==> src/sv/bmp24_pkg.sv <==
// Shared types and constants for the 24-bit BMP stream reader.
package bmp24_pkg;

    localparam int MAX_DIM_DEF = 4096;

    localparam logic [5:0]  HEADER_BYTES  = 6'd54;
    localparam logic [15:0] BMP_SIGNATURE = 16'h4D42;
    localparam logic [31:0] BMP_FORMAT    = 32'h0018_0001;

    // Byte offsets of the header fields in use
    localparam logic [5:0] SIG_END    = 6'd2;
    localparam logic [5:0] WIDTH_POS  = 6'd18;
    localparam logic [5:0] HEIGHT_POS = 6'd22;
    localparam logic [5:0] FORMAT_POS = 6'd26;
    localparam logic [5:0] FORMAT_END = 6'd30;

    typedef enum logic [2:0] {
        KIND_PIXEL     = 3'd0,
        KIND_HEADER_OK = 3'd1,
        KIND_BAD_SIG   = 3'd2,
        KIND_NOT_24BIT = 3'd3,
        KIND_BAD_SIZE  = 3'd4
    } kind_t;

    typedef enum logic [1:0] {
        PH_HEADER = 2'd0,
        PH_PIXEL  = 2'd1,
        PH_PAD    = 2'd2,
        PH_IDLE   = 2'd3
    } phase_t;

    typedef struct packed {
        kind_t       kind;
        logic [11:0] row;
        logic [11:0] column;
        logic [7:0]  blue;
        logic [7:0]  green;
        logic [7:0]  red;
        logic        last_pixel;
        logic [12:0] image_width;
        logic [12:0] image_height;
    } result_t;

endpackage

==> src/sv/bmp24_parser.sv <==
// Header and pixel parser: state registers and the per-byte result logic.
module bmp24_parser #(
    parameter int MAX_DIM = bmp24_pkg::MAX_DIM_DEF
) (
    input  logic                clk,
    input  logic                rst_n,
    input  logic                accept,
    input  logic [7:0]          data_byte,
    input  logic                file_start,
    output logic                res_valid,
    output bmp24_pkg::result_t  res
);

    localparam int CNT_W = (MAX_DIM > 1) ? $clog2(MAX_DIM) : 1;
    localparam logic [31:0] MAX_WORD = 32'(MAX_DIM);

    bmp24_pkg::phase_t phase_reg, phase_next, cur_phase;
    logic [5:0]        hcount_reg, hcount_next, cur_hcount;
    logic [15:0]       sig_reg, sig_next, cur_sig;
    logic [31:0]       width_reg, width_next, cur_width;
    logic [31:0]       height_reg, height_next, cur_height;
    logic [31:0]       format_reg, format_next, cur_format;
    logic [1:0]        bip_reg, bip_next;
    logic [7:0]        blue_reg, blue_next;
    logic [7:0]        green_reg, green_next;
    logic [CNT_W-1:0]  col_reg, col_next;
    logic [CNT_W-1:0]  row_reg, row_next;
    logic [1:0]        pad_cnt_reg, pad_cnt_next;
    logic [1:0]        pad_amt_reg, pad_amt_next;

    logic [1:0]        w_off, h_off, f_off;
    logic [1:0]        pad_inc;
    logic              row_end, last;
    logic [31:0]       row_out;

    function automatic logic size_ok(input logic [31:0] v, input logic [31:0] lim);
        return (v != 32'd0) && (v <= lim);
    endfunction

    // A start flag makes this byte see the reset state
    assign cur_phase  = file_start ? bmp24_pkg::PH_HEADER : phase_reg;
    assign cur_hcount = file_start ? 6'd0  : hcount_reg;
    assign cur_sig    = file_start ? 16'd0 : sig_reg;
    assign cur_width  = file_start ? 32'd0 : width_reg;
    assign cur_height = file_start ? 32'd0 : height_reg;
    assign cur_format = file_start ? 32'd0 : format_reg;

    assign w_off = 2'(cur_hcount - bmp24_pkg::WIDTH_POS);
    assign h_off = 2'(cur_hcount - bmp24_pkg::HEIGHT_POS);
    assign f_off = 2'(cur_hcount - bmp24_pkg::FORMAT_POS);

    assign row_end = (32'(col_reg) + 32'd1) >= width_reg;
    assign last    = row_end && ((32'(row_reg) + 32'd1) >= height_reg);
    assign row_out = height_reg - 32'd1 - 32'(row_reg);
    assign pad_inc = pad_cnt_reg + 2'd1;

    always_comb
    begin
        phase_next   = cur_phase;
        hcount_next  = cur_hcount;
        sig_next     = cur_sig;
        width_next   = cur_width;
        height_next  = cur_height;
        format_next  = cur_format;
        bip_next     = bip_reg;
        blue_next    = blue_reg;
        green_next   = green_reg;
        col_next     = col_reg;
        row_next     = row_reg;
        pad_cnt_next = pad_cnt_reg;
        pad_amt_next = pad_amt_reg;
        res_valid    = 1'b0;
        res          = '0;

        case (cur_phase)
            bmp24_pkg::PH_HEADER:
            begin
                if (cur_hcount < bmp24_pkg::SIG_END)
                    sig_next = cur_sig | (16'(data_byte) << {cur_hcount[0], 3'b000});
                else if (cur_hcount inside {[bmp24_pkg::WIDTH_POS:bmp24_pkg::HEIGHT_POS - 6'd1]})
                    width_next = cur_width | (32'(data_byte) << {w_off, 3'b000});
                else if (cur_hcount inside {[bmp24_pkg::HEIGHT_POS:bmp24_pkg::FORMAT_POS - 6'd1]})
                    height_next = cur_height | (32'(data_byte) << {h_off, 3'b000});
                else if (cur_hcount inside {[bmp24_pkg::FORMAT_POS:bmp24_pkg::FORMAT_END - 6'd1]})
                    format_next = cur_format | (32'(data_byte) << {f_off, 3'b000});
                hcount_next = cur_hcount + 6'd1;

                if (cur_hcount == bmp24_pkg::HEADER_BYTES - 6'd1)
                begin
                    res_valid = 1'b1;
                    if (sig_next != bmp24_pkg::BMP_SIGNATURE)
                    begin
                        res.kind   = bmp24_pkg::KIND_BAD_SIG;
                        phase_next = bmp24_pkg::PH_IDLE;
                    end
                    else if (format_next != bmp24_pkg::BMP_FORMAT)
                    begin
                        res.kind   = bmp24_pkg::KIND_NOT_24BIT;
                        phase_next = bmp24_pkg::PH_IDLE;
                    end
                    else if (!size_ok(width_next, MAX_WORD) || !size_ok(height_next, MAX_WORD))
                    begin
                        res.kind   = bmp24_pkg::KIND_BAD_SIZE;
                        phase_next = bmp24_pkg::PH_IDLE;
                    end
                    else
                    begin
                        res.kind         = bmp24_pkg::KIND_HEADER_OK;
                        res.image_width  = width_next[12:0];
                        res.image_height = height_next[12:0];
                        phase_next       = bmp24_pkg::PH_PIXEL;
                        bip_next         = 2'd0;
                        col_next         = '0;
                        row_next         = '0;
                        pad_cnt_next     = 2'd0;
                        pad_amt_next     = width_next[1:0];
                    end
                end
            end

            bmp24_pkg::PH_PIXEL:
            begin
                case (bip_reg)
                    2'd0:
                    begin
                        blue_next = data_byte;
                        bip_next  = 2'd1;
                    end
                    2'd1:
                    begin
                        green_next = data_byte;
                        bip_next   = 2'd2;
                    end
                    default:
                    begin
                        bip_next       = 2'd0;
                        res_valid      = 1'b1;
                        res.kind       = bmp24_pkg::KIND_PIXEL;
                        res.row        = row_out[11:0];
                        res.column     = 12'(col_reg);
                        res.blue       = blue_reg;
                        res.green      = green_reg;
                        res.red        = data_byte;
                        res.last_pixel = last;
                        if (last)
                            phase_next = bmp24_pkg::PH_IDLE;
                        else if (row_end)
                        begin
                            col_next     = '0;
                            row_next     = row_reg + CNT_W'(1);
                            pad_cnt_next = 2'd0;
                            if (pad_amt_reg != 2'd0)
                                phase_next = bmp24_pkg::PH_PAD;
                        end
                        else
                            col_next = col_reg + CNT_W'(1);
                    end
                endcase
            end

            bmp24_pkg::PH_PAD:
            begin
                // drop padding bytes up to the row boundary
                pad_cnt_next = pad_inc;
                if (pad_inc >= pad_amt_reg)
                begin
                    pad_cnt_next = 2'd0;
                    phase_next   = bmp24_pkg::PH_PIXEL;
                end
            end

            default:
            begin
                phase_next = cur_phase;
            end
        endcase
    end

    always_ff @(posedge clk or negedge rst_n)
    begin
        if (!rst_n)
        begin
            phase_reg   <= bmp24_pkg::PH_HEADER;
            hcount_reg  <= '0;
            sig_reg     <= '0;
            width_reg   <= '0;
            height_reg  <= '0;
            format_reg  <= '0;
            bip_reg     <= '0;
            blue_reg    <= '0;
            green_reg   <= '0;
            col_reg     <= '0;
            row_reg     <= '0;
            pad_cnt_reg <= '0;
            pad_amt_reg <= '0;
        end
        else if (accept)
        begin
            phase_reg   <= phase_next;
            hcount_reg  <= hcount_next;
            sig_reg     <= sig_next;
            width_reg   <= width_next;
            height_reg  <= height_next;
            format_reg  <= format_next;
            bip_reg     <= bip_next;
            blue_reg    <= blue_next;
            green_reg   <= green_next;
            col_reg     <= col_next;
            row_reg     <= row_next;
            pad_cnt_reg <= pad_cnt_next;
            pad_amt_reg <= pad_amt_next;
        end
    end

endmodule

==> src/sv/bmp24_out_reg.sv <==
// Result register between the parser and the downstream channel.
module bmp24_out_reg (
    input  logic                clk,
    input  logic                rst_n,
    input  logic                load,
    input  logic                res_valid,
    input  bmp24_pkg::result_t  res,
    input  logic                result_stall,
    output logic                result_valid,
    output bmp24_pkg::result_t  result
);

    logic               valid_reg, valid_next;
    bmp24_pkg::result_t data_reg;

    // load only happens when the slot is empty or drains this cycle
    assign valid_next = load ? res_valid : (valid_reg && result_stall);

    always_ff @(posedge clk or negedge rst_n)
    begin
        if (!rst_n)
            valid_reg <= 1'b0;
        else
            valid_reg <= valid_next;
    end

    always_ff @(posedge clk)
    begin
        if (load && res_valid)
            data_reg <= res;
    end

    assign result_valid = valid_reg;
    assign result       = data_reg;

endmodule

==> src/sv/bmp24_stream_reader_core.sv <==
// Byte-serial reader for uncompressed 24-bit BMP files.
// Throughput: one byte per cycle; a byte is taken whenever the result register is free
// or drains in the same cycle.
// Results are registered: a result appears in the cycle after the byte that causes it is taken.
// Reset: rst_n clears the parser to the header phase and empties the result register.
module bmp24_stream_reader_core #(
    parameter int MAX_DIM = bmp24_pkg::MAX_DIM_DEF
) (
    input  logic        clk,
    input  logic        rst_n,
    input  logic        data_valid,
    output logic        data_stall,
    input  logic [7:0]  data_byte,
    input  logic        file_start,
    output logic        result_valid,
    input  logic        result_stall,
    output logic [2:0]  kind,
    output logic [11:0] row,
    output logic [11:0] column,
    output logic [7:0]  blue,
    output logic [7:0]  green,
    output logic [7:0]  red,
    output logic        last_pixel,
    output logic [12:0] image_width,
    output logic [12:0] image_height
);

    logic               accept;
    logic               res_valid;
    bmp24_pkg::result_t res;
    bmp24_pkg::result_t result;

    // hold input while a finished result is stuck downstream
    assign data_stall = result_valid && result_stall;
    assign accept     = data_valid && !data_stall;

    bmp24_parser #(
        .MAX_DIM (MAX_DIM)
    ) u_parser (
        .clk        (clk),
        .rst_n      (rst_n),
        .accept     (accept),
        .data_byte  (data_byte),
        .file_start (file_start),
        .res_valid  (res_valid),
        .res        (res)
    );

    bmp24_out_reg u_out_reg (
        .clk          (clk),
        .rst_n        (rst_n),
        .load         (accept),
        .res_valid    (res_valid),
        .res          (res),
        .result_stall (result_stall),
        .result_valid (result_valid),
        .result       (result)
    );

    assign kind         = result.kind;
    assign row          = result.row;
    assign column       = result.column;
    assign blue         = result.blue;
    assign green        = result.green;
    assign red          = result.red;
    assign last_pixel   = result.last_pixel;
    assign image_width  = result.image_width;
    assign image_height = result.image_height;

endmodule

==> config.mk <==
export PLATFORM = sky130hd
export DESIGN_NAME = bmp24_stream_reader_core
export DESIGN_NICKNAME = d
export VERILOG_FILES = /design/src/sv/bmp24_pkg.sv /design/src/sv/bmp24_parser.sv /design/src/sv/bmp24_out_reg.sv /design/src/sv/bmp24_stream_reader_core.sv
export SDC_FILE = /design/constraint.sdc
export NUM_CORES = 1
export LEC_CHECK = 0
export BUFFER_PORTS_ARGS = -buffer_cell sky130_fd_sc_hd__buf_2
export CAP_MARGIN = 0
export CELL_PAD_IN_SITES_DETAIL_PLACEMENT = 0
export CELL_PAD_IN_SITES_GLOBAL_PLACEMENT = 1
export CORE_MARGIN = 4
export CORE_UTILIZATION = 40
export DETAILED_ROUTE_END_ITERATION = 10
export GPL_TIMING_DRIVEN = 0
export PLACE_DENSITY_LB_ADDON = 0.2
export SYNTH_ARGS = -nofsm -noshare
export SYNTH_HDL_FRONTEND = slang
export SYNTH_SLANG_ARGS = --single-unit
export TNS_END_PERCENT = 100
==> constraint.sdc <==
create_clock -name clk -period 6.27 [get_ports clk]
set_input_delay 0 -clock clk [delete_from_list [all_inputs] [get_ports clk]]
set_output_delay 0 -clock clk [all_outputs]
set_load 0.03 [all_outputs]
======== Yosys cells after proc, flatten, opt, wreduce, memory -nomap -nowiden ========
Cells that the tools add are included.
word-level totals
  register bits after elaboration ......... 245
  input bits .............................. 13
  output and inout bits ................... 80
  logic and storage cells ................. 170
operators by class
  add/subtract/negate cells ............... 11
  order comparisons ....................... 12
  equality and inequality tests ........... 13
  shifts and indexed selects .............. 4
  multiplexer cells ....................... 67
  bitwise operators ....................... 10
  reduce and logical (&&, ||, !) cells .... 30
operator list
  kind                                                               number
  2-to-1 mux 32 bit                                                  18
  2-to-1 mux 12 bit                                                  10
  bitwise OR 32 bit                                                  3
  left shift 8 x 5 -> 32 bit                                         3
  less-or-equal comparator 32 x 13 -> 1 bit (second input constant)  2
  2-to-1 mux 16 bit                                                  4
  nonzero test 32 bit                                                2
  one-hot mux 12 bit (2 select lines)                                2
  2-to-1 mux 2 bit                                                   18
  >= comparator 13 x 32 -> 1 bit                                     1
  >= comparator 32 bit                                               1
  != test 32 x 21 -> 1 bit (second input constant)                   1
  adder 12 x 1 -> 13 bit (second input constant)                     2
  adder 12 x 1 -> 12 bit (second input constant)                     2
  >= comparator 6 x 5 -> 1 bit (second input constant)               3
  less-or-equal comparator 6 x 5 -> 1 bit (second input constant)    3
  AND reduction 9 bit                                                2
  != test 16 x 15 -> 1 bit (second input constant)                   1
  bitwise OR 16 bit                                                  1
  left shift 8 x 4 -> 16 bit                                         1
  2-to-1 mux 3 bit                                                   4
  2-to-1 mux 6 bit                                                   2
  one-hot mux 2 bit (3 select lines)                                 2
  AND reduction 6 bit                                                2
  other kinds (28)                                                   57

======== Logic depth before layout (Yosys ltp) ========
Gate-level depths: netlist of run 1.
  word-level depth ........................ 17
  mapped depth ............................ 17

======== Modules after synthesis ========
A second synthesis of run 1 with hierarchy kept.
second synthesis, totals
  cells, all modules ...................... 1218
  area, all modules ....................... 12265.5 um^2
modules (own cells, without submodules)
  module                    times used  cells an instance  area an instance (um^2)  seq. area each (um^2)
  bmp24_parser              1           1134               9864.5                   4154.0
  bmp24_out_reg             1           82                 2387.3                   2367.3
  bmp24_stream_reader_core  1           2                  13.8                     0.0

======== Worst setup path before layout of run 1 ========
Ideal clock, no wire load.
  kind .................................... reg2reg
  start ................................... reg u_parser.hcount_reg[1]
  end ..................................... reg u_out_reg.valid_reg (netlist: u_out_reg.result_valid)
  setup time .............................. 88 ps
  data arrival time ....................... 5635 ps
  data required time ...................... 6182 ps
  path slack .............................. 547 ps
  stages on the path, launching flop included .. 6
  path through ............................ dfrtp_1 > nand2b_1 > nor4_1 > nand2_1 > a21oi_1 > or2_2
on the way
  word-level cells in the longest chain between the ends .. 5
ends and longest elaborated chain
  what                                RTL line             source
  start, declared                     bmp24_parser.sv:18   logic [5:0] hcount_reg, hcount_next, cur_hcount;
  start signal, assigned              bmp24_parser.sv:200  hcount_reg <= hcount_next;
  2-to-1 mux 6 bit                    bmp24_parser.sv:42   assign cur_hcount = file_start ? 6'd0 : hcount_reg;
  == test 6 bit                       bmp24_parser.sv:88   if (cur_hcount == bmp24_pkg::HEADER_BYTES - 6'd1)
  2-to-1 mux 1 bit                    bmp24_parser.sv:88
  one-hot mux 1 bit (2 select lines)  bmp24_parser.sv:75   case (cur_phase)
  2-to-1 mux 1 bit                    bmp24_out_reg.sv:17  assign valid_next = load ? res_valid : (valid_reg && result_stall);
  via u_out_reg.valid_next            bmp24_out_reg.sv:13  logic valid_reg, valid_next;
  end signal, assigned                bmp24_out_reg.sv:24  valid_reg <= valid_next;
  end, declared                       bmp24_out_reg.sv:13
The timed path passes the listed nets, and every way through them passes these cells.
A chain may end at the register's enable or synchronous reset.

======== Worst setup path after layout of run 1 ========
  start ................................... reg u_parser.col_reg[0]
  end ..................................... reg u_parser.row_reg[0]
on the way
  word-level cells in the longest chain between the ends .. 5
  elaborated cells between the ends (all ways) .. 6
  those cells by class .................... add/sub (1); order compare (1); eq/ne (2); reduce/logical (2)
ends and longest elaborated chain
  what                                    RTL line             source
  start, declared                         bmp24_parser.sv:26   logic [CNT_W-1:0] col_reg, col_next;
  start signal, assigned                  bmp24_parser.sv:208  col_reg <= col_next;
  adder 12 x 1 -> 13 bit *                bmp24_parser.sv:52   assign row_end = (32'(col_reg) + 32'd1) >= width_reg;
  >= comparator 32 bit *                  bmp24_parser.sv:52
  logical AND 1 bit                       bmp24_parser.sv:53   assign last = row_end && ((32'(row_reg) + 32'd1) >= height_reg);
  != test 2 bit (no source line)          --
  AND reduction 9 bit (no source line) *  --
  end signal, assigned                    bmp24_parser.sv:209  row_reg <= row_next;
  end, declared                           bmp24_parser.sv:27   logic [CNT_W-1:0] row_reg, row_next;
Every way passes the cells marked *; elsewhere a longest branch is shown, timed or not.

==> results of run 1 <==
cells by family after synthesis:
kind of cell	after synthesis
muxes	31
xor gates and xnor gates	30
AOI/OAI and AO/OA	282
and+or+nand+nor	391
buffers and inverters	134
adders and majority gates	43
DFF	245
cell usage in the layout (no fill, tap or decap), drive strengths merged, types with 42 or more instances in the layout:
cell type  netlist  routed
nand2          118     118
o21ai           87      87
ha              42      42
a32o            42      42
dfrtp          167     167
nor2            96      96
clkbuf          64     107
edfxtp          78      78
inv             61      62
buf              9     103
metrics by stage:
| stage | setup slack (ps) | cells | setup TNS [ps] | power (mW) | util [%] |
|---|---|---|---|---|---|
| detailed placement | 1600 | 1639 | 0 | 2.68 | 44.3 |
| CTS | 1580 | 1693 | 0 | 4.29 | 47.5 |
| floorplan | 547 | 1156 | 0 | 2.42 | - |
| global placement | -1480 | 1636 | -112160 | 2.67 | 44.1 |
| finish | 1540 | 1693 | 0 | 4.28 | 47.5 |
| global route | 1240 | 1693 | 0 | 4.48 | 47.5 |
area by class of cell:
cell class,instances,area share (%)
clock inverters,7,0.643
flip-flops and latches,245,45.9
inverters,61,1.61
multi-input cells,777,36.4
clock buffers,43,5.67
well taps,390,3.44
plain buffers,73,2.24
repair buffers,97,4.12
synthesized netlist by cell type, types with 3 or more instances:
library cell | instances | area, um2
a211oi_1 | 6 | 45.0
a21o_1 | 8 | 60.1
a21oi_1 | 31 | 155
a221o_1 | 3 | 30.0
a22o_1 | 31 | 272
a22oi_1 | 5 | 37.5
a31oi_1 | 8 | 50.1
a32o_1 | 42 | 420
a32oi_1 | 13 | 114
and2_1 | 3 | 18.8
and3_1 | 34 | 213
and3b_1 | 4 | 35.0
buf_4 | 3 | 22.5
buf_6 | 4 | 45.0
clkbuf_1 | 64 | 240
dfrtp_1 | 167 | 4180
edfxtp_1 | 78 | 2340
ha_1 | 42 | 526
inv_1 | 59 | 221
mux2_1 | 3 | 33.8
mux2_2 | 17 | 191
mux2i_1 | 11 | 110
nand2_1 | 118 | 443
nand2b_1 | 11 | 68.8
nand3_1 | 25 | 125
nand4_1 | 10 | 62.6
nor2_1 | 95 | 357
nor2b_1 | 7 | 43.8
nor3_1 | 17 | 85.1
nor4_1 | 32 | 200
o211ai_1 | 4 | 30.0
o21a_1 | 5 | 37.5
o21ai_0 | 86 | 430
o21bai_1 | 3 | 22.5
o22ai_1 | 3 | 18.8
o31ai_1 | 4 | 30.0
or4_1 | 7 | 52.6
xnor2_1 | 21 | 184
xor2_1 | 9 | 78.8
tightest hold or removal path: stages:
cell and delay, ps:
dlygate4sd3_1 560, buf_8 130, buf_16 250
layer usage:
metal  share of wire [%]  GRT usage (%)  vias to the layer above  routed length (um)
met3                 6.2           3.83                       72                2270
met4                 3.0           6.17                        0                1100
met2                  45           34.1                      308               16500
li1                    -              -                     4530                   -
met1                  46           31.1                     4818               16600
met5                   0              0                        -                   0
power by group:
part           internal (mW)  switching [mW]  total [mW]
logic                  0.292           0.484       0.777
clock network          0.960           0.653        1.61
registers               1.78           0.108        1.89
total                   3.03            1.25        4.28
timing repair:
item	in CTS	in global routing
gates resized for setup	0	0
hold buffers	4	0
hold endpoints to repair	173	0
worst max path at each step:
stage / from / endpoint / slack [ps] / cells after the start
final: u_parser.col_reg[0] / u_parser.row_reg[0] / 1540 / 14
after global routing: u_parser.col_reg[0] / u_parser.row_reg[0] / 1240 / 14
after CTS: u_parser.col_reg[0] / u_parser.row_reg[0] / 1580 / 14
after detailed placement: u_parser.col_reg[0] / u_parser.row_reg[0] / 1600 / 14
after global placement: file_start / u_out_reg.result_valid / -1480 / 9
after floorplan: u_parser.hcount_reg[1] / u_out_reg.result_valid / 550 / 5
==> metrics.txt, run 1 <==
status=complete, no violations; worst skew pair latency=550 ps; worst hold path type=in -> async; Fillers=2848; Critical Path AT=5160 ps; Synth Flop Type=dfrtp_1; multiplexer share of the synthesized area=2.74%; CP Data Required Time=6700 ps; Max Clk Rate=212 MHz; final instance area=14200 um2; max cap viols=0; Syn Inst Count=1156; total CTS buffers=27; CTS tree=yes; Fin Clk Skew=10.2 ps; Post-Synth XOR/XNOR Area=2.15%; number of diodes=0; Area Overhead vs Synth=16.2%; final period utilization=75.4%; first-pass GRT wire length=57100 um; DRT iter0 DRCs=817; layout cells sized above 1=14.0%; vias in the first global route=9624; Core ar.=29900 um2; cells along the critical path=ha_1 -> nand3_1 -> nor4_1 -> nand3_1 -> xnor2_1 -> ha_1 -> or4_1 -> a221o_1 -> o221a_2 -> and3_1 -> o21ai_0 -> clkbuf_1 -> nor2_1 -> mux2_2; Seq. cell area=6520 um2; Final Max Slew Viols=0; Syn Area/Cell=10.6 um2; Reg2Reg Capture Point=u_parser.row_reg[0]; startpoint types=flip-flop; die area=33400 um2; critical path class=reg -> reg; actual slew at the worst max-slew pin=1180 ps; syn nets=1212; relative slew slack=20.6%; Synth Area in Simple Gates=16.1%; Worst Path Buf+Inv=1; Vias=9728; final hold vios=0; max reg flops=78; largest net degree at the start of global routing=112; # nets final=1338; reg-to-reg startpoint=u_parser.col_reg[0]; mapped cell area=12200 um2; via density per instance=5.75; Min Hold Slack=24.4 ps; Warnings, synthesis=0; number of remaining DRC errors=0; Worst VDD drop=0.249 mV; Top delay family on crit path=simple AND/OR/NAND/NOR gates; Distinct cells, synth=86; Setup crit end kind=flip-flop; cell row count=63; Routed Antenna Nets=0; starting density of the core=40.9%; die width=183 um; routed len/inst=21.6 um; post-CTS setup buffer count=0; Clock Tree Buf Depth=3; Power per Cell Area=301 nW/um2; delay of the slowest critical-path stage=540 ps; drt pass-1 iters=7; largest family of logic cells by synthesized area=compound AO/OA/AOI/OAI gates; initial antenna violation count=0; port bufs=90; EDFF count, synth=78; placed instance area=13200 um2; Ports=93; # setup viols final=0; clk sink count=245; footprint of the multi-input gates=5160 um2; chip height=183 um; Synth Register Bits=245; CTS clk-pin slew, worst paths=60 ps; Synth Area in Compound Gates=16.8%; CTS H-tree depth=1; P_leak=5.68 nW; Post-DP HPWL=26000 um; FF-to-FF setup slack=1540 ps; Placer Congestion=0.909; GRT Util Overall=21.7%; FFs w/ async S/R, synth=68.2%; FF-to-FF path depth=14; slowest cell on the critical path=dfrtp_1; routed wire length=36500 um; worst-path fanout max=10; unrepaired setup endpoints after global routing=no; share of the yosys chip area belonging to registers=53.4%; Period minus WS final=4730 ps; root buf cell=clkbuf_16; GRT overflow=0; post-synthesis adder-cell area fraction=4.46%
(Power assumes the default switching activity.)
==> inputs of run 2 (changes only) <==
==> constraint.sdc (replaced) <==
create_clock -name clk -period 4.5 [get_ports clk]
set_input_delay 0 -clock clk [delete_from_list [all_inputs] [get_ports clk]]
set_output_delay 0 -clock clk [all_outputs]
set_load 0.03 [all_outputs]
==> run 2 against run 1 <==
  * Sequential power grew 39%
  * Clock-buffer cell count shrank 7
  * Clock skew grew 2.5 ps
  * Hold slack gained 69 ps
==> metrics.txt, run 2 (synthesis results as in run 1) <==
layout cells sized above 1=14.3% (was 14.0%); cell row count=63 (unchanged); Non-Filler Instances=1694 (was 1693); Max Clk Rate=231 MHz (was 212 MHz); Post-DP HPWL=26200 um (was 26000 um); Worst VDD drop=0.363 mV (was 0.249 mV); Setup crit end kind=flip-flop (unchanged); Top delay family on crit path=simple AND/OR/NAND/NOR gates (unchanged); Routed Antenna Nets=0 (unchanged); Critical Path AT=4810 ps (was 5160 ps); cells along the critical path=buf_4 -> inv_2 -> nor2_1 -> inv_1 -> ha_1 -> a221o_1 -> nand3_1 -> nor2_1 -> o221a_1 -> nor4_4 -> a31oi_1 -> and3b_1 -> buf_2 -> buf_4 -> mux2i_1 (was ha_1 -> nand3_1 -> nor4_1 -> nand3_1 -> xnor2_1 -> ha_1 -> or4_1 -> a221o_1 -> o221a_2 -> and3_1 -> o21ai_0 -> clkbuf_1 -> nor2_1 -> mux2_2); number of remaining DRC errors=0 (unchanged); final period utilization=96.2% (was 75.4%); Net Sw Frac=30.1% (was 29.1%); total CTS buffers=27 (unchanged); chip height=183 um (unchanged); clock power share=36.8% (was 37.7%); port bufs=90 (unchanged); Psw=1.76 mW (was 1.25 mW); CTS H-tree depth=1 (unchanged); post-CTS setup buffer count=0 (unchanged); largest net degree at the start of global routing=104 (was 112); most common cell after layout, fill and taps aside=dfrtp_1 (unchanged); Min Hold Slack=93.4 ps (was 24.4 ps); dpl ws=-169 ps (was 1600 ps); max reg flops=78 (unchanged); DRT iter0 DRCs=1030 (was 817); worst skew pair latency=560 ps (was 550 ps); Power per Cell Area=414 nW/um2 (was 301 nW/um2); CP Data Required Time=4980 ps (was 6700 ps); FF-to-FF setup slack=170 ps (was 1540 ps); Fin Clk Skew=12.7 ps (was 10.2 ps); status=complete, no violations (unchanged); Placer Congestion=0.933 (was 0.909); die width=183 um (unchanged); via density per instance=5.78 (was 5.75); delay of the slowest critical-path stage=480 ps (was 540 ps); Reg power frac=44.8% (was 44.1%); die area=33400 um2 (unchanged); worst hold path type=in -> reg (was in -> async); actual slew at the worst max-slew pin=1210 ps (was 1180 ps); final setup TNS=0 ps (unchanged); # nets final=1339 (was 1338); critical path class=reg -> reg (unchanged); CTS clk-pin slew, worst paths=70 ps (was 60 ps); Area Overhead vs Synth=15.9% (was 16.2%); P_leak=5.67 nW (was 5.68 nW); most frequent cells in the layout=dfrtp_1 (166), nand2_1 (118), nor2_1 (95) (was dfrtp_1 (167), nand2_1 (118), nor2_1 (95)); slowest cell on the critical path=dfrtp_1 (unchanged); worst setup margin=171 ps (was 1540 ps); placed cells=1639 (unchanged); max cap viols=0 (unchanged); startpoint types=flip-flop (unchanged); initial antenna violation count=0 (unchanged); routed wire length=36800 um (was 36500 um); CTS tree=yes (unchanged); clk sink count=245 (unchanged); root buf cell=clkbuf_16 (unchanged); Final Max Slew Viols=0 (unchanged); drt pass-1 iters=5 (was 7); FF-to-FF path depth=15 (was 14); vias in the first global route=9721 (was 9624); # setup viols final=0 (unchanged); Worst Path Buf+Inv=5 (was 1); Reg2Reg Capture Point=u_parser.col_reg[1] (was u_parser.row_reg[0]); reg-to-reg startpoint=u_parser.hcount_reg[1] (was u_parser.col_reg[0]); routed len/inst=21.7 um (was 21.6 um); Hold Path Cell Cnt=4; GRT Util Overall=21.7% (about the same); worst hold start=data_valid; hold path endpoint=u_parser.phase_reg[0]; Vias=9784 (was 9728); worst-path fanout max=10 (unchanged); unrepaired setup endpoints after global routing=no (unchanged); first-pass GRT wire length=57200 um (was 57100 um); Comb pwr share=18.5% (was 18.2%); internal power=4.10 mW (was 3.03 mW); final hold vios=0 (unchanged); Pwr Total=5.86 mW (was 4.28 mW); Clock Tree Buf Depth=3 (unchanged); starting density of the core=40.9% (unchanged); Fillers=2855 (was 2848); Period minus WS final=4330 ps (was 4730 ps); GRT overflow=0 (unchanged); Ports=93 (unchanged); Core ar.=29900 um2 (unchanged); relative slew slack=18.8% (was 20.6%)
## run 2: cell count changes in the layout (fill, tap and decap cells not counted), moves of 2 or more
cell | before | now
clkbuf_8 | 7 | 3
clkbuf_1 | 73 | 69
dlygate4sd3_1 | 3 | 5
clkinv_2 | 3 | 8
## run 2: tightest hold or removal path, cell delays in order
cell and delay (ps):
buf_2 100, nand2_1 280, nand2_1 160, o21ai_0 70
## run 2: worst max-delay path by stage
stage                                start              endpoint  slack [ps]  depth (start not counted)
CTS                    u_parser.col_reg[0]   u_parser.col_reg[1]         160                         15
finish              u_parser.hcount_reg[1]   u_parser.col_reg[1]         170                         15
global route        u_parser.hcount_reg[1]   u_parser.col_reg[9]          20                         17
floorplan                       file_start   u_out_reg.result[0]         490                          8
global placement                file_start  u_out_reg.result[19]       -1060                          8
detailed placement     u_parser.col_reg[0]   u_parser.row_reg[0]        -170                         14
## run 2: area by class of cell
cell class              instances  area (um2)  share of cell area, %
diodes                          1        2.50                 0.0177
plain buffers                  73         319                   2.25
clock buffers                  36         739                   5.22
clock inverters                13         110                  0.777
inverters                      61         229                   1.62
multi-input cells             777        5180                   36.6
flip-flops and latches        245        6520                   46.0
well taps                     390         488                   3.44
repair buffers                 98         578                   4.08
## run 2: per-layer routing
metal / part of all wire [%] / track usage, % / routed length (um)
met3: 6.1 / 3.09 / 2260
met2: 46 / 35.4 / 17100
met1: 45 / 30.8 / 16500
met5: 0 / 0 / 0
met4: 2.6 / 5.45 / 949
## run 2: power groups by stage
stage | logic [mW] | clock network [mW] | registers (mW)
CTS | 1.08 | 2.21 | 2.62
global route | 1.21 | 2.29 | 2.65
global placement | 1.06 | 0 | 2.66
finish | 1.08 | 2.16 | 2.62
floorplan | 0.725 | 0 | 2.65
detailed placement | 1.07 | 0 | 2.66
## run 2: stage by stage
| stage | util (%) | area (um2) |
|---|---|---|
| 5_1_grt | 47.4 | 14200 |
| 4_1_cts | 47.4 | 14200 |
| 3_5_place_dp | 44.3 | 13200 |
| 3_3_place_gp | 44.1 | 13200 |
| 6_report | 47.4 | 14200 |
| 2_1_floorplan | - | 12200 |
## run 2: timing repair
item	in CTS	in global routing
gates resized for setup	2	2
hold buffers	5	0
pin swaps	0	0
endpoints found under the hold margin	180	0
cloned	0	0
setup endpoints to repair	20	12
